### src/sv/graph_dfs_bfs_walker_macros.svh
// Assertion helpers shared by the walker RTL.
`ifndef GRAPH_DFS_BFS_WALKER_MACROS_SVH
`define GRAPH_DFS_BFS_WALKER_MACROS_SVH

// Condition that holds at every edge outside reset.
`define GDBW_ASSERT_ALWAYS(label, cond, msg) \
	label: assert property (@(posedge clk) disable iff (!arst_n) (cond)) else $error(msg);

// Consequent in the same cycle as the antecedent.
`define GDBW_ASSERT_SAME(label, ante, cons, msg) \
	label: assert property (@(posedge clk) disable iff (!arst_n) (ante) |-> (cons)) else $error(msg);

// Consequent in the cycle after the antecedent.
`define GDBW_ASSERT_NEXT(label, ante, cons, msg) \
	label: assert property (@(posedge clk) disable iff (!arst_n) (ante) |=> (cons)) else $error(msg);

`endif

### src/sv/gdbw_pkg.sv
`timescale 1ns / 1ps

package gdbw_pkg;

	localparam int MAX_VERTICES_DEF = 16;
	localparam int DATA_BITS_DEF    = 32;

	localparam int OP_BITS     = 3;
	localparam int VERTEX_BITS = 4;
	localparam int WORD_BITS   = 32;
	localparam int STATUS_BITS = 3;

	typedef enum logic [OP_BITS-1:0] {
		OP_CLEAR      = 3'd0,
		OP_INS_VERTEX = 3'd1,
		OP_INS_EDGE   = 3'd2,
		OP_DFS        = 3'd3,
		OP_BFS        = 3'd4
	} op_t;

	typedef enum logic [STATUS_BITS-1:0] {
		ST_OK          = 3'd0,
		ST_RANGE       = 3'd1,
		ST_EXISTS      = 3'd2,
		ST_MISSING     = 3'd3,
		ST_EDGE_EXISTS = 3'd4,
		ST_NO_EDGE     = 3'd5
	} status_t;

endpackage

### src/sv/graph_dfs_bfs_walker.sv
`timescale 1ns / 1ps
// channel   signals                                          direction
// request   req_valid, req_stall, op, vertex_a, vertex_b,     in (stall out)
//           vertex_data
// response  rsp_valid, rsp_stall, status, visited_vertex,    out (stall in)
//           visited_data, last
//
// Clear, insert vertex, unknown codes, walks with no edge and edges rejected on range or
// presence go straight to S_RESP; a duplicate or self edge passes S_EDGE_A first, any
// other insert edge S_EDGE_A and S_EDGE_B. Each walk visit passes S_VISIT and S_PICK; a
// stack pop passes S_LOAD_TOP (depth first), a queue pop S_BQ and S_LOAD_TOP (breadth
// first); the single read port of the adjacency RAM paces the walk, one row per pick.
// Reset is asynchronous and clears the present bits and row valid bits; no sweep.
// A held response stalls the walk only when a second visit is ready to go out, or at its end.

`include "graph_dfs_bfs_walker_macros.svh"

module graph_dfs_bfs_walker #(
	parameter int MAX_VERTICES = gdbw_pkg::MAX_VERTICES_DEF,
	parameter int DATA_BITS    = gdbw_pkg::DATA_BITS_DEF
) (
	input  logic                                 clk,
	input  logic                                 arst_n,
	input  logic                                 req_valid,
	output logic                                 req_stall,
	input  logic [gdbw_pkg::OP_BITS-1:0]         op,
	input  logic [gdbw_pkg::VERTEX_BITS-1:0]     vertex_a,
	input  logic [gdbw_pkg::VERTEX_BITS-1:0]     vertex_b,
	input  logic signed [gdbw_pkg::WORD_BITS-1:0] vertex_data,
	output logic                                 rsp_valid,
	input  logic                                 rsp_stall,
	output logic [gdbw_pkg::STATUS_BITS-1:0]     status,
	output logic [gdbw_pkg::VERTEX_BITS-1:0]     visited_vertex,
	output logic signed [gdbw_pkg::WORD_BITS-1:0] visited_data,
	output logic                                 last
);

	import gdbw_pkg::*;

	localparam int VW = $clog2(MAX_VERTICES);
	localparam int PW = VW + 1;

	typedef logic [MAX_VERTICES-1:0] row_t;

	typedef enum logic [3:0] {
		S_IDLE,
		S_RESP,
		S_EDGE_A,
		S_EDGE_B,
		S_VISIT,
		S_PICK,
		S_LOAD_TOP,
		S_BQ,
		S_FLUSH
	} state_t;

	function automatic logic [VW:0] find_low(input row_t v);
		logic [VW:0] r;
		r = '0;
		for (int i = MAX_VERTICES - 1; i >= 0; i--) begin
			if (v[i]) begin
				r = {1'b1, VW'(i)};
			end
		end
		return r;
	endfunction

	state_t                       state_q;
	status_t                      st_q;
	row_t                         present_q;
	row_t                         row_nz_q;
	row_t                         visited_q;
	logic [VW-1:0]                a_idx_q;
	logic [VW-1:0]                b_idx_q;
	logic [VW-1:0]                top_q;
	logic [VW-1:0]                vis_q;
	logic [PW-1:0]                sp_q;
	logic [PW-1:0]                head_q;
	logic [PW-1:0]                tail_q;
	logic                         dfs_q;
	logic                         pend_valid_q;
	logic [VW-1:0]                pend_vertex_q;
	logic signed [DATA_BITS-1:0]  pend_data_q;
	logic                         rsp_valid_q;
	status_t                      rsp_status_q;
	logic [VERTEX_BITS-1:0]       rsp_vertex_q;
	logic signed [WORD_BITS-1:0]  rsp_data_q;
	logic                         rsp_last_q;
	logic                         row_ok_s1;

	logic                         accept;
	logic                         out_free;
	logic [VW-1:0]                a_idx;
	logic [VW-1:0]                b_idx;
	logic                         a_range;
	logic                         b_range;
	logic [VW:0]                  start_sel;
	logic [VW:0]                  pick_sel;
	logic                         pick_found;
	logic [VW-1:0]                pick_idx;
	row_t                         row_rd;
	logic [PW-1:0]                sp_m2;

	logic                         row_we;
	logic [VW-1:0]                row_waddr;
	row_t                         row_wdata;
	logic                         row_re;
	logic [VW-1:0]                row_raddr;
	row_t                         row_rdata;

	logic                         dat_we;
	logic [VW-1:0]                dat_waddr;
	logic [DATA_BITS-1:0]         dat_wdata;
	logic                         dat_re;
	logic [VW-1:0]                dat_raddr;
	logic [DATA_BITS-1:0]         dat_rdata;

	logic                         stk_we;
	logic [VW-1:0]                stk_waddr;
	logic [VW-1:0]                stk_wdata;
	logic                         stk_re;
	logic [VW-1:0]                stk_raddr;
	logic [VW-1:0]                stk_rdata;

	assign req_stall      = (state_q != S_IDLE);
	assign accept         = req_valid && !req_stall;
	assign out_free       = !rsp_valid_q || !rsp_stall;
	assign rsp_valid      = rsp_valid_q;
	assign status         = rsp_status_q;
	assign visited_vertex = rsp_vertex_q;
	assign visited_data   = rsp_data_q;
	assign last           = rsp_last_q;

	assign a_idx      = VW'(vertex_a);
	assign b_idx      = VW'(vertex_b);
	assign a_range    = (32'(vertex_a) >= MAX_VERTICES);
	assign b_range    = (32'(vertex_b) >= MAX_VERTICES);
	assign row_rd     = row_ok_s1 ? row_rdata : '0;
	assign start_sel  = find_low(present_q & row_nz_q);
	assign pick_sel   = find_low(row_rd & ~visited_q & present_q);
	assign pick_found = pick_sel[VW];
	assign pick_idx   = pick_sel[VW-1:0];
	assign sp_m2      = sp_q - PW'(2);

	always_comb begin
		row_we    = 1'b0;
		row_waddr = a_idx_q;
		row_wdata = row_rd | (MAX_VERTICES'(1) << b_idx_q);
		row_re    = 1'b0;
		row_raddr = top_q;
		dat_we    = 1'b0;
		dat_waddr = a_idx;
		dat_wdata = DATA_BITS'(vertex_data);
		dat_re    = 1'b0;
		dat_raddr = pick_idx;
		stk_we    = 1'b0;
		stk_waddr = dfs_q ? sp_q[VW-1:0] : tail_q[VW-1:0];
		stk_wdata = pick_idx;
		stk_re    = 1'b0;
		stk_raddr = head_q[VW-1:0];
		unique case (state_q)
			S_IDLE: begin
				if (accept) begin
					row_re    = 1'b1;
					row_raddr = a_idx;
					dat_we    = (op == OP_INS_VERTEX) && !a_range && !present_q[a_idx];
					dat_re    = 1'b1;
					dat_raddr = start_sel[VW-1:0];
					stk_we    = 1'b1;
					stk_waddr = '0;
					stk_wdata = start_sel[VW-1:0];
				end
			end
			S_EDGE_A: begin
				row_we    = !row_rd[b_idx_q];
				row_re    = 1'b1;
				row_raddr = b_idx_q;
			end
			S_EDGE_B: begin
				row_we    = 1'b1;
				row_waddr = b_idx_q;
				row_wdata = row_rd | (MAX_VERTICES'(1) << a_idx_q);
			end
			S_VISIT: begin
				row_re = 1'b1;
			end
			S_PICK: begin
				dat_re    = pick_found;
				stk_we    = pick_found;
				stk_re    = !pick_found && dfs_q;
				stk_raddr = sp_m2[VW-1:0];
			end
			S_LOAD_TOP: begin
				row_re    = 1'b1;
				row_raddr = stk_rdata;
			end
			S_BQ: begin
				stk_re = (head_q != tail_q);
			end
			default: begin
			end
		endcase
	end

	always_ff @(posedge clk or negedge arst_n) begin
		if (!arst_n) begin
			state_q       <= S_IDLE;
			st_q          <= ST_OK;
			present_q     <= '0;
			row_nz_q      <= '0;
			visited_q     <= '0;
			a_idx_q       <= '0;
			b_idx_q       <= '0;
			top_q         <= '0;
			vis_q         <= '0;
			sp_q          <= '0;
			head_q        <= '0;
			tail_q        <= '0;
			dfs_q         <= 1'b0;
			pend_valid_q  <= 1'b0;
			pend_vertex_q <= '0;
			pend_data_q   <= '0;
			rsp_valid_q   <= 1'b0;
			rsp_status_q  <= ST_OK;
			rsp_vertex_q  <= '0;
			rsp_data_q    <= '0;
			rsp_last_q    <= 1'b0;
			row_ok_s1     <= 1'b0;
		end else begin
			if (row_re) begin
				row_ok_s1 <= row_nz_q[row_raddr];
			end
			if (rsp_valid_q && !rsp_stall) begin
				rsp_valid_q <= 1'b0;
			end
			unique case (state_q)
				S_IDLE: begin
					if (accept) begin
						a_idx_q <= a_idx;
						b_idx_q <= b_idx;
						st_q    <= ST_OK;
						state_q <= S_RESP;
						unique case (op) inside
							OP_CLEAR: begin
								present_q <= '0;
								row_nz_q  <= '0;
								visited_q <= '0;
								sp_q      <= '0;
								head_q    <= '0;
								tail_q    <= '0;
							end
							OP_INS_VERTEX: begin
								if (a_range) begin
									st_q <= ST_RANGE;
								end else if (present_q[a_idx]) begin
									st_q <= ST_EXISTS;
								end else begin
									present_q[a_idx] <= 1'b1;
								end
							end
							OP_INS_EDGE: begin
								if (a_range || b_range) begin
									st_q <= ST_RANGE;
								end else if (!present_q[a_idx] || !present_q[b_idx]) begin
									st_q <= ST_MISSING;
								end else begin
									state_q <= S_EDGE_A;
								end
							end
							OP_DFS, OP_BFS: begin
								if (!start_sel[VW]) begin
									st_q <= ST_NO_EDGE;
								end else begin
									visited_q <= MAX_VERTICES'(1) << start_sel[VW-1:0];
									vis_q     <= start_sel[VW-1:0];
									top_q     <= start_sel[VW-1:0];
									sp_q      <= PW'(1);
									head_q    <= PW'(1);
									tail_q    <= PW'(1);
									dfs_q     <= (op == OP_DFS);
									state_q   <= S_VISIT;
								end
							end
							default: begin
							end
						endcase
					end
				end
				S_RESP: begin
					if (out_free) begin
						rsp_valid_q  <= 1'b1;
						rsp_status_q <= st_q;
						rsp_vertex_q <= '0;
						rsp_data_q   <= '0;
						rsp_last_q   <= 1'b1;
						state_q      <= S_IDLE;
					end
				end
				S_EDGE_A: begin
					if (row_rd[b_idx_q]) begin
						st_q    <= ST_EDGE_EXISTS;
						state_q <= S_RESP;
					end else begin
						row_nz_q[a_idx_q] <= 1'b1;
						state_q           <= (a_idx_q == b_idx_q) ? S_RESP : S_EDGE_B;
					end
				end
				S_EDGE_B: begin
					row_nz_q[b_idx_q] <= 1'b1;
					state_q           <= S_RESP;
				end
				S_VISIT: begin
					if (!pend_valid_q || out_free) begin
						if (pend_valid_q) begin
							rsp_valid_q  <= 1'b1;
							rsp_status_q <= ST_OK;
							rsp_vertex_q <= VERTEX_BITS'(pend_vertex_q);
							rsp_data_q   <= WORD_BITS'(pend_data_q);
							rsp_last_q   <= 1'b0;
						end
						pend_valid_q  <= 1'b1;
						pend_vertex_q <= vis_q;
						pend_data_q   <= dat_rdata;
						state_q       <= S_PICK;
					end
				end
				S_PICK: begin
					if (pick_found) begin
						visited_q[pick_idx] <= 1'b1;
						vis_q               <= pick_idx;
						if (dfs_q) begin
							sp_q  <= sp_q + PW'(1);
							top_q <= pick_idx;
						end else begin
							tail_q <= tail_q + PW'(1);
						end
						state_q <= S_VISIT;
					end else if (dfs_q) begin
						sp_q    <= sp_q - PW'(1);
						state_q <= (sp_q == PW'(1)) ? S_FLUSH : S_LOAD_TOP;
					end else begin
						state_q <= S_BQ;
					end
				end
				S_LOAD_TOP: begin
					top_q   <= stk_rdata;
					state_q <= S_PICK;
				end
				S_BQ: begin
					if (head_q == tail_q) begin
						state_q <= S_FLUSH;
					end else begin
						head_q  <= head_q + PW'(1);
						state_q <= S_LOAD_TOP;
					end
				end
				S_FLUSH: begin
					if (out_free) begin
						rsp_valid_q  <= 1'b1;
						rsp_status_q <= ST_OK;
						rsp_vertex_q <= VERTEX_BITS'(pend_vertex_q);
						rsp_data_q   <= WORD_BITS'(pend_data_q);
						rsp_last_q   <= 1'b1;
						pend_valid_q <= 1'b0;
						visited_q    <= '0;
						state_q      <= S_IDLE;
					end
				end
				default: begin
					state_q <= S_IDLE;
				end
			endcase
		end
	end

	gdbw_ram #(
		.WIDTH(MAX_VERTICES),
		.DEPTH(MAX_VERTICES)
	) u_adj_ram (
		.clk  (clk),
		.we   (row_we),
		.waddr(row_waddr),
		.wdata(row_wdata),
		.re   (row_re),
		.raddr(row_raddr),
		.rdata(row_rdata)
	);

	gdbw_ram #(
		.WIDTH(DATA_BITS),
		.DEPTH(MAX_VERTICES)
	) u_data_ram (
		.clk  (clk),
		.we   (dat_we),
		.waddr(dat_waddr),
		.wdata(dat_wdata),
		.re   (dat_re),
		.raddr(dat_raddr),
		.rdata(dat_rdata)
	);

	gdbw_ram #(
		.WIDTH(VW),
		.DEPTH(MAX_VERTICES)
	) u_walk_ram (
		.clk  (clk),
		.we   (stk_we),
		.waddr(stk_waddr),
		.wdata(stk_wdata),
		.re   (stk_re),
		.raddr(stk_raddr),
		.rdata(stk_rdata)
	);

	`GDBW_ASSERT_ALWAYS(a_queue_order, head_q <= tail_q, "queue head passed tail")
	`GDBW_ASSERT_SAME(a_idle_no_pend, state_q == S_IDLE, !pend_valid_q, "visit left pending")
	`GDBW_ASSERT_NEXT(a_pick_marks, state_q == S_PICK && pick_found, $countones(visited_q) == $past($countones(visited_q)) + 1, "pick did not mark a new vertex")
	`GDBW_ASSERT_NEXT(a_flush_done, state_q == S_FLUSH && out_free, state_q == S_IDLE && visited_q == '0 && rsp_last_q, "walk end not closed")

endmodule

### src/sv/gdbw_ram.sv
`timescale 1ns / 1ps

module gdbw_ram #(
	parameter int WIDTH = 32,
	parameter int DEPTH = 16
) (
	input  logic                     clk,
	input  logic                     we,
	input  logic [$clog2(DEPTH)-1:0] waddr,
	input  logic [WIDTH-1:0]         wdata,
	input  logic                     re,
	input  logic [$clog2(DEPTH)-1:0] raddr,
	output logic [WIDTH-1:0]         rdata
);

	logic [WIDTH-1:0] mem_q [DEPTH];

	always_ff @(posedge clk) begin
		if (we) begin
			mem_q[waddr] <= wdata;
		end
		if (re) begin
			rdata <= mem_q[raddr];
		end
	end

endmodule

### config.mk
export PLATFORM = sky130hd
export DESIGN_NAME = graph_dfs_bfs_walker
export DESIGN_NICKNAME = d
export VERILOG_FILES = /design/src/sv/gdbw_pkg.sv /design/src/sv/graph_dfs_bfs_walker.sv /design/src/sv/gdbw_ram.sv
export VERILOG_INCLUDE_DIRS = /design/src /design/src/sv
export SDC_FILE = /design/constraint.sdc
export NUM_CORES = 1
export LEC_CHECK = 0
export BUFFER_PORTS_ARGS = -buffer_cell sky130_fd_sc_hd__clkbuf_2
export CORE_UTILIZATION = 36
export CTS_CLUSTER_SIZE = 30
export DETAILED_ROUTE_END_ITERATION = 7
export PLACE_DENSITY = 0.53
export SYNTH_ARGS = -nofsm -noshare
export SYNTH_HDL_FRONTEND = slang
export SYNTH_HIERARCHICAL = 1
export SYNTH_SLANG_ARGS = --single-unit
### constraint.sdc
create_clock -name clk -period 13.4 [get_ports clk]
set_input_delay 1.34 -clock clk [delete_from_list [all_inputs] [get_ports clk]]
set_output_delay 1.34 -clock clk [all_outputs]
set_load 0.02 [all_outputs]
After elaboration in Yosys (flattened, before gate mapping). Memory sizes are Yosys's and may differ from the RTL's. A register that Yosys moved wholly into a read port is not among the register bits. Cells that the tools add are included.

$add $sub $neg: 5. Div/mod/pow operators: 0. Shift-type cells: 3. Equality and inequality tests: 34. Reductions and logical operators: 51. $lt $le $gt $ge: 10. Bitwise logic cells: 10. Mux-type cells: 150. Multiply operators: 0.

Operator list (number): $mux W5 (40); $mux W16 (10); $mux W32 (4); $mux W4 (24); $or A16 B16 Y16 (6); $pmux W16 S3 (2); $pmux W32 S3 (1); $pmux W16 S2 (2); $and A16 B16 Y16 (3); $shl A1 B4 Y16 const A (3); $pmux W5 S2 (4); $pmux W4 S3 (3); $pmux W4 S8 (1); $lt A4 B5 Y1 const B (6); $ne A2 B2 Y1 const B (14); $mux W1 (26); $mux W3 (8); $reduce_and A5 Y1 (4); $pmux W3 S3 (2); $reduce_and A6 Y1 (3); $bmux W1 S4 (4); $demux W1 S4 (4); $eq A4 B3 Y1 const B (4); $ge A4 B1 Y1 const B (4); other kinds (34) (81).

Memories: 3. ROM bits: 0. Bits in registers: 166. Bits in writable memories: 832. Bits in latches: 0. Output and inout port bits: 42. Input port bits: 47.

Memory list: u_data_ram.mem_q (depth 16, bits a word 32, read ports 1, clocked after Yosys merged registers in 1, write ports 1, RTL line gdbw_ram.sv:16) `logic [WIDTH-1:0] mem_q [DEPTH];`; u_adj_ram.mem_q (depth 16, bits a word 16, read ports 1, clocked after Yosys merged registers in 1, write ports 1, RTL line gdbw_ram.sv:16); u_walk_ram.mem_q (depth 16, bits a word 4, read ports 1, clocked after Yosys merged registers in 1, write ports 1, RTL line gdbw_ram.sv:16).

Depth between registers and ports, before layout. Gate-level depths: netlist (run 1).

Word-level depth: 26. Depth in mapped cells: 14. Mapped depth without buffers: 10.

Cells and area by module. The synthesis (run 1) kept the hierarchy.

By module, submodules not included: gdbw_ram at u_data_ram (times used 1, seq. area each 16335.7 um^2, cells each 838, area an instance 20155.6 um^2); gdbw_ram at u_adj_ram (times used 1, seq. area each 8167.8 um^2, cells each 432, area an instance 10203.5 um^2); graph_dfs_bfs_walker (times used 1, seq. area each 4154.0 um^2, cells each 1110, area an instance 9753.1 um^2); gdbw_ram at u_walk_ram (times used 1, seq. area each 2042.0 um^2, cells each 130, area an instance 2706.3 um^2).

Least setup slack after synthesis (run 1). No wires, ideal clock.

Kind: input to register. From: in vertex_a[0] in the netlist's numbering. To: mem u_data_ram.mem_q[0][0] (enable). Stages: 6. Slack: 7.476 ns. Setup time: 0.461 ns. Path buffers: 1. Data arrival time: 5.462 ns. Cells stage by stage: buf_2 mux4_2 mux4_2 nor2_1 or3b_2 nor3_1.

Cells in the longest elaborated chain, start to end: 8.

RTL lines: start: declaration (RTL line graph_dfs_bfs_walker.sv:27) `input logic [gdbw_pkg::VERTEX_BITS-1:0] vertex_a,`; $bmux W1 S4 (RTL line graph_dfs_bfs_walker.sv:166) `dat_we = (op == OP_INS_VERTEX) && !a_range && !present_q[a_idx];`; $mux W1 (implied by the code) (RTL line graph_dfs_bfs_walker.sv:166); $logic_not A1 Y1 (RTL line graph_dfs_bfs_walker.sv:166); $logic_and A1 B1 Y1 (RTL line graph_dfs_bfs_walker.sv:166); $mux W1 (RTL line graph_dfs_bfs_walker.sv:163) `if (accept) begin`; $mux W1 (RTL line graph_dfs_bfs_walker.sv:161) `unique case (state_q)`; named net dat_we (RTL line graph_dfs_bfs_walker.sv:111) `logic dat_we;`; $mux W1 (RTL line gdbw_ram.sv:19) `if (we) begin`; $mux W1 (implied by the code) (RTL line gdbw_ram.sv:20) `mem_q[waddr] <= wdata;`; end: declaration (RTL line gdbw_ram.sv:16).

The timed path passes the listed nets, and every way through them passes these cells. The select of a mux whose other input is x is not followed.

Worst setup path in the final report (run 1).
From: reg row_ok_s1. To: reg u_data_ram.rdata[6] (read register of u_data_ram.mem_q), data pin.

Cells in the longest elaborated chain, start to end: 21. Elaborated cells on any way between the ends: 22. Classes of those cells: mux (20); bitwise (2).

RTL lines: start: declaration (RTL line graph_dfs_bfs_walker.sv:89) `logic row_ok_s1;`; start signal: assignment (RTL line graph_dfs_bfs_walker.sv:231) `row_ok_s1 <= row_nz_q[row_raddr];`; $mux W16 (*) (RTL line graph_dfs_bfs_walker.sv:138) `assign row_rd = row_ok_s1 ? row_rdata : '0;`; $and A16 B16 Y16 (*) (2 in series) (RTL line graph_dfs_bfs_walker.sv:140) `assign pick_sel = find_low(row_rd & ~visited_q & present_q);`; $mux W5 (15 in series) (RTL line graph_dfs_bfs_walker.sv:61) `if (v[i]) begin`; $mux W5 (*) (RTL line graph_dfs_bfs_walker.sv:61); $mux W4 (RTL line graph_dfs_bfs_walker.sv:163); $mux W4 (*) (RTL line graph_dfs_bfs_walker.sv:161); named net dat_raddr[1] (RTL line graph_dfs_bfs_walker.sv:115) `logic [VW-1:0] dat_raddr;`; end: declaration (RTL line gdbw_ram.sv:13) `output logic [WIDTH-1:0] rdata`.

Mark *: on every way through the listed nets, which the timed path passes. The rest lies on a longest branch. A chain may end at the register's enable or synchronous reset.

==> results of run 1 <==
## metal layers
metal / global-route usage, % / vias to the layer above / routed length, µm
li1: - / 10320 / -
met4: 4.939 / 8 / 2438
met1: 26.26 / 12530 / 48940
met2: 29.42 / 778 / 52290
met3: 3.022 / 184 / 6542
met5: 0 / - / 50
## per-stage QoR
step                setup slack, ns  hold slack (ns)
floorplan                     7.476           0.4470
global placement              7.891           0.4613
detailed placement            7.692           0.4662
CTS                           7.697           0.4801
global route                  7.224           0.4947
finish                        7.647           0.4743
## where the power goes
part	internal [mW]	switching (mW)	total, mW
Clock	1.84	1.26	3.10
Combinational	1.00	1.42	2.42
Sequential	3.97	0.311	4.28
Total	6.81	2.99	9.80
## cells in the final DEF (no fill, tap or decap), drive strengths merged, types with 7 or more instances in the layout
master  synthesis  routed
nor4           13      13
nand3b          8       8
mux2           43      43
buf            62      79
and4b          12      12
nor2          142     142
nand2         273     273
ha              8       8
mux4          223     223
dfrtp         166     166
o211ai          8       8
mux2i          21      21
nand4b         12      12
a22oi         112     112
edfxtp        884     884
nor3           46      46
a31oi          38      38
bufinv          0      16
a211oi         11      11
a21oi          32      32
clkbuf         76     218
nand3          23      23
and2            7       7
a311oi          7       7
inv            18      20
nand2b         23      23
nor2b          16      16
nand4          14      14
xnor2           8       8
o21ai         118     118
xor2            7       7
clkinv          1      52
## critical path, cell delays in order (launching register included)
cell	delay, ns
dfrtp_1	1.09
nand4b_1	0.35
and4_1	0.29
a211oi_1	0.41
o21a_1	0.39
nand2_1	0.16
o21ai_4	0.26
buf_4	0.74
buf_4	0.97
mux4_2	0.41
a22oi_1	0.27
nand2_1	0.09
## flip-flops by register name, indices dropped and copies added, names as in the netlist, 5 cells and up
name,count
u_data_ram/mem_q,512
visited_data,32
visited_q,16
tail_q,5
pend_data_q,32
sp_q,5
head_q,5
present_q,16
row_nz_q,16
u_adj_ram/mem_q,256
u_walk_ram/mem_q,64
u_data_ram/rdata,32
u_adj_ram/rdata,16
## worst max path at each step
stage | start | to | cells past startpoint
CTS | row_ok_s1 | u_data_ram/rdata[6] | 11
finish | row_ok_s1 | u_data_ram/rdata[6] | 11
floorplan | vertex_a[0] | u_data_ram/mem_q[0][0] | 6
global placement | row_ok_s1 | u_data_ram/rdata[10] | 11
global route | row_ok_s1 | u_data_ram/rdata[6] | 11
detailed placement | row_ok_s1 | u_data_ram/rdata[6] | 11
## area by class of cell
class,instances,area [µm²]
Antenna cell,3,7.507
Clock buffer,130,2877
Clock inverter,73,817.0
Fill cell,10440,68880
Inverter,19,73.82
Multi-Input combinational cell,1303,11600
Sequential cell,1050,30700
Tap cell,1536,1922
Timing Repair Buffer,167,1042
## cell families (layout without fill, tap and decap cells)
group                    count (synthesis)  after routing  synth area share [%]
AO/OA/AOI/OAI                          373            373                 5.757
other                                    0              3                     0
XOR/XNOR                                15             15                0.3068
buffers and inverters                  157            389                 1.689
AND/OR/NAND/NOR                        620            620                 6.756
adder cells (fa/ha/maj)                  8              8                0.2338
multiplexers                           287            287                 13.56
flip-flops                            1050           1050                 71.70
==> metrics.md, run 1 <==
| Metric | Value |
|---|---|
| Post-synth ARST share | `15.81%` |
| CP required | `13.83 ns` |
| Critical path arrival | `6.19 ns` |
| Total number of vias | `23820` |
| CP Capture Type | `flop` |
| Initial antenna violation count | `10` |
| Reg2reg end | `u_data_ram/rdata[6]` |
| GPL Wtd Cong | `a little under 0.9` |
| Synth Area per Inst | `approximately 17 µm²` |
| Slew @ Worst Pin | `~1.3 ns` |
| Pwr Density | `199.9 nW/µm²` |
| Fin crit share | `42.93%` |
| Core area | `between 100000 and 150000 µm²` |
| Flop2flop setup slack | `between 7 and 8 ns` |
| CTS tree | `done` |
| Synth Flop Type | `edfxtp_1` |
| Synthesized Nets | `2565` |
| Resized Gates After CTS | `0` |
| GRT overflow | `0` |
| Synth area leader | `edfxtp_1` |
| Site Rows | `126` |
| Total power | `9.801 mW` |
| Die Footprint | `120300 µm²` |
| Total setup buffers inserted after CTS | `0` |
| Most frequent cell after synthesis | `edfxtp_1` |
| Sequential-to-total area share from yosys stat | `71.70%` |
| Clock Latency Late Sink | `a little under 0.7 ns` |
| Final Setup Violations | `0` |
| Critical path class | `flop to flop` |
| Wirelength, routed | `around 110000 µm` |
| First-pass detailed-route iteration total | `5` |
| Startpoint Class | `flop` |
| TritonCTS buffer count | `~110` |
| Remaining DRCs | `0` |
| Placed insts | `4075` |
| Worst relative slew slack | `14.35%` |
| Leakage power | `~16 nW` |
| First-pass GRT wire length | `164500 µm` |
| Cell Area, Synth | `42820 µm²` |
| Final hold violations | `0` |
| Post-Syn Instances | `about 2500` |
| Slew Limit Fails | `0` |
| Outcome | `complete, no violations` |
| Max FO, Critical Path | `73` |
| Core Util, Final | `41.59%` |
| Worst hold path depth | `2` |
| ANT nets after route | `0` |
| Crit path time final | `5.753 ns` |
| Number of global-route vias before repair | `roughly 24000` |
| Root buffer cell | `clkbuf_16` |
| Post-placement cell area | `~45000 µm²` |
| Final setup skew | `between 0.02 and 0.03 ns` |
| WL per Instance | `25.76 µm` |
| Hold Path End | `visited_data[26]` |
| Die height | `346.9 µm` |
| Max-cap viol count | `0` |
| Total Routing Usage GR | `18.47%` |
| Initial Utilization | `36.31%` |
| I/O pins | `89` |
| Synthesized flop and latch total | `1050` |
| Clock slew at reported path FFs | `around 0.060 ns` |
| Starting DRT DRC Count | `2230` |
| Vias per Instance | `5.565` |
| Design area | `49040 µm²` |
| Layout area overhead | `14.53%` |
| Hold Startpoint | `visited_data[26]` |
| Die X | `346.9 µm` |
| Tightest Hold Check Type | `flop to flop` |
| Post-synth EDFFs | `884` |
| Setup TNS | `0 ns` |
| CTS sink cnt | `1050` |
| Area contributors post-synth | `edfxtp_1 (62%), mux4_2 (10%), dfrtp_1 (9.7%)` |
| Port bufs | `88` |
| Worst R2R Start | `row_ok_s1` |
| Synth cell count leaders | `edfxtp_1 (884), nand2_1 (273), mux4_2 (199)` |
| Worst r2r path cells | `11` |
| Layout cells sized above 1 | `22.76%` |
| Synth cell types | `between 70 and 80` |
| Top cell type's share of synthesized area | `just over 60%` |
| Synthesis Warnings | `6` |
| Final net count | `2704` |
| DP HPWL | `about 65000 µm` |
| VDD IR max | `113.0 µV` |
| Fmax | `0.1738 GHz` |
| Fin cells | `4281` |
| H-tree depth | `3` |
| CTS Buffer Depth | `3` |
| Largest net degree at the start of global routing | `just over 100` |
| RSZ-0062 raised after global routing | `no` |
| Post-CTS Hold Fix Bufs | `0` |
Note: power is estimated with default switching activity, not from simulation.
==> inputs of run 2 (changes only) <==
--- a/config.mk
+++ b/config.mk
@@ -10,7 +10,7 @@
 export CORE_UTILIZATION = 36
 export CTS_CLUSTER_SIZE = 30
 export DETAILED_ROUTE_END_ITERATION = 7
-export PLACE_DENSITY = 0.53
+export PLACE_DENSITY = 0.54
 export SYNTH_ARGS = -nofsm -noshare
 export SYNTH_HDL_FRONTEND = slang
 export SYNTH_HIERARCHICAL = 1
==> constraint.sdc (replaced) <==
create_clock -name clk -period 4.8 [get_ports clk]
set_input_delay 0.48 -clock clk [delete_from_list [all_inputs] [get_ports clk]]
set_output_delay 0.48 -clock clk [all_outputs]
set_load 0.02 [all_outputs]
==> metrics.md, run 2 (same netlist as run 1, synthesis figures left out) <==
| Metric | Value |
|---|---|
| Outcome | `complete, no violations` |
| CTS tree | `done` |
| Worst path depth | `9` |
| DP HPWL | `68450 µm` |
| Slew Limit Fails | `0` |
| Worst hold path depth | `3` |
| Initial antenna violation count | `10` |
| Largest register FFs | `just over 500` |
| Initial Utilization | `a little over a third` |
| Clock Latency Late Sink | `about 0.71 ns` |
| Layout cells sized above 1 | `23.46%` |
| I/O pins | `between 80 and 90` |
| Total Routing Usage GR | `18.32%` |
| First-pass detailed-route iteration total | `5` |
| Final Setup Violations | `0` |
| Slew @ Worst Pin | `approximately 1.3 ns` |
| Core area | `117900 µm²` |
| Largest net degree at the start of global routing | `89` |
| Leakage power | `16.63 nW` |
| Vias per Instance | `~5.5` |
| Family with the most delay on the worst path | `simple AND/OR/NAND/NOR gates` |
| Fmax | `between 0.2 and 0.25 GHz` |
| GRT overflow | `0` |
| Site Rows | `126` |
| Met2 Use GR | `29.12%` |
| Final hold violations | `0` |
| GPL Wtd Cong | `0.8796` |
| H-tree depth | `3` |
| Tightest Hold Check Type | `input pin to flop` |
| Max-cap viol count | `0` |
| Total number of vias | `23910` |
| ANT nets after route | `0` |
| Biggest regs | `u_data_ram/mem_q (512), u_adj_ram/mem_q (256), u_walk_ram/mem_q (64)` |
| Starting DRT DRC Count | `between 2000 and 2500` |
| Most Crowded Layer GR | `met2` |
| Final setup skew | `0.07518 ns` |
| Slowest CP cell | `dfrtp_1` |
| Grt met1 use | `26.13%` |
| Port bufs | `just under 90` |
| Highest-count cells in the layout ignoring fill and taps | `edfxtp_1 (884), nand2_1 (271), mux4_2 (199)` |
| Critical path arrival | `4.55 ns` |
| WL per Instance | `between 20 and 30 µm` |
| Die Footprint | `120300 µm²` |
| CP Capture Type | `flop` |
| Wirelength, routed | `110200 µm` |
| Critical path class | `flop to flop` |
| Worst relative slew slack | `12.31%` |
| Commonest non-fill, non-tap cell in the layout | `edfxtp_1` |
| Met3 usage | `2.930%` |
| Setup TNS | `0 ns` |
| Die height | `346.9 µm` |
| Final net count | `2735` |
| Remaining DRCs | `0` |
| Hold slack | `roughly 0.072 ns` |
| TritonCTS buffer count | `107` |
| First-pass GRT wire length | `164300 µm` |
| Crit path time final | `4.191 ns` |
| RSZ-0062 raised after global routing | `no` |
| CTS sink cnt | `1050` |
| CTS Buffer Depth | `3` |
| Max FO, Critical Path | `17` |
| Clock slew at reported path FFs | `roughly 0.06 ns` |
| Number of global-route vias before repair | `24370` |
| Resized Gates After CTS | `0` |
| CP cell instances | `mux4_2 -> mux4_2 -> nand2_1 -> o211ai_1 -> buf_4 -> inv_2 -> nand3_1 -> nor3_2 -> buf_4` |
| Root buffer cell | `clkbuf_16` |
| Crit-path max cell delay | `0.74 ns` |
| Worst r2r path cells | `9` |
| Startpoint Class | `flop` |
| VDD IR max | `336.2 µV` |
| Pwr Density | `555.3 nW/µm²` |
| Critical path buffers and inverters | `3` |
| CP required | `5.16 ns` |
| Die X | `between 300 and 400 µm` |
| Layout area overhead | `15.48%` |
| Top reg by flops | `u_data_ram/mem_q` |
| Fin crit share | `around 87%` |
-- run 2: cell types whose count changed in the layout (fill, tap and decap cells not counted), sizes merged --
cell,before,now
buf,79,110
clkinv,52,45
bufinv,16,12
clkbuf,218,222
clkinvlp,4,6
diode,3,1
inv,20,22
dlygate4sd3,0,1
-- run 2: repair_timing --
item / CTS / global route
hold buffers: 1 / 0
buffers inserted: 0 / 0
hold endpoints to repair: 86 / 0
-- run 2: path summary, 6_finish.rpt --
check / from / to / slack, ns
setup / recovery: b_idx_q[0] / u_adj_ram/mem_q[12][3] / 0.61
hold / removal: vertex_b[3] / b_idx_q[3] / 0.07
setup reg to reg: b_idx_q[0] / u_adj_ram/mem_q[12][3] / 0.61
hold reg to reg: visited_data[26] / visited_data[26] / 0.48
max in group asynchronous: arst_n / pend_data_q[9] / 3.25
min in group asynchronous: arst_n / visited_data[26] / 0.41
-- run 2: through the flow --
stage	area (µm²)	setup WS (ns)	std cells	power [mW]	utilization [%]
floorplan	42820	0.07770	2510	16.66	-
global placement	45800	0.6905	4106	19.06	38.84
detailed placement	45800	0.6749	4106	19.19	38.84
CTS	49450	0.6312	4307	27.71	41.93
global route	49450	0.3566	4308	28.68	41.93
finish	49450	0.6095	4308	27.46	41.93
-- run 2: area by class of cell --
| cell class | instances | area, µm² |
|---|---|---|
| antenna | 1 | 2.502 |
| clock buffer | 134 | 2889 |
| clock inverter | 66 | 743.2 |
| fill | 10390 | 68470 |
| inverter | 19 | 73.82 |
| multi-input combinational | 1303 | 11610 |
| sequential | 1050 | 30700 |
| tap | 1536 | 1922 |
| timing repair buffer | 199 | 1510 |
-- run 2: report_power, final --
group          leakage [nW]  switching [mW]  internal [mW]
clock network          1.76            3.54           4.93
registers              10.3           0.811           11.1
logic                  4.61            4.13           2.96
-- run 2: per-layer routing --
layer / part of all wire, % / vias to the layer above
li1: - / 10390
met1: 44 / 12560
met2: 48 / 783
met3: 5.7 / 164
met4: 2.2 / 8
met5: 0.050 / -
-- run 2: worst min-delay path: stages --
cell and delay [ns]:
clkbuf_2 0.13, nand2_1 0.07, nand2_1 0.04
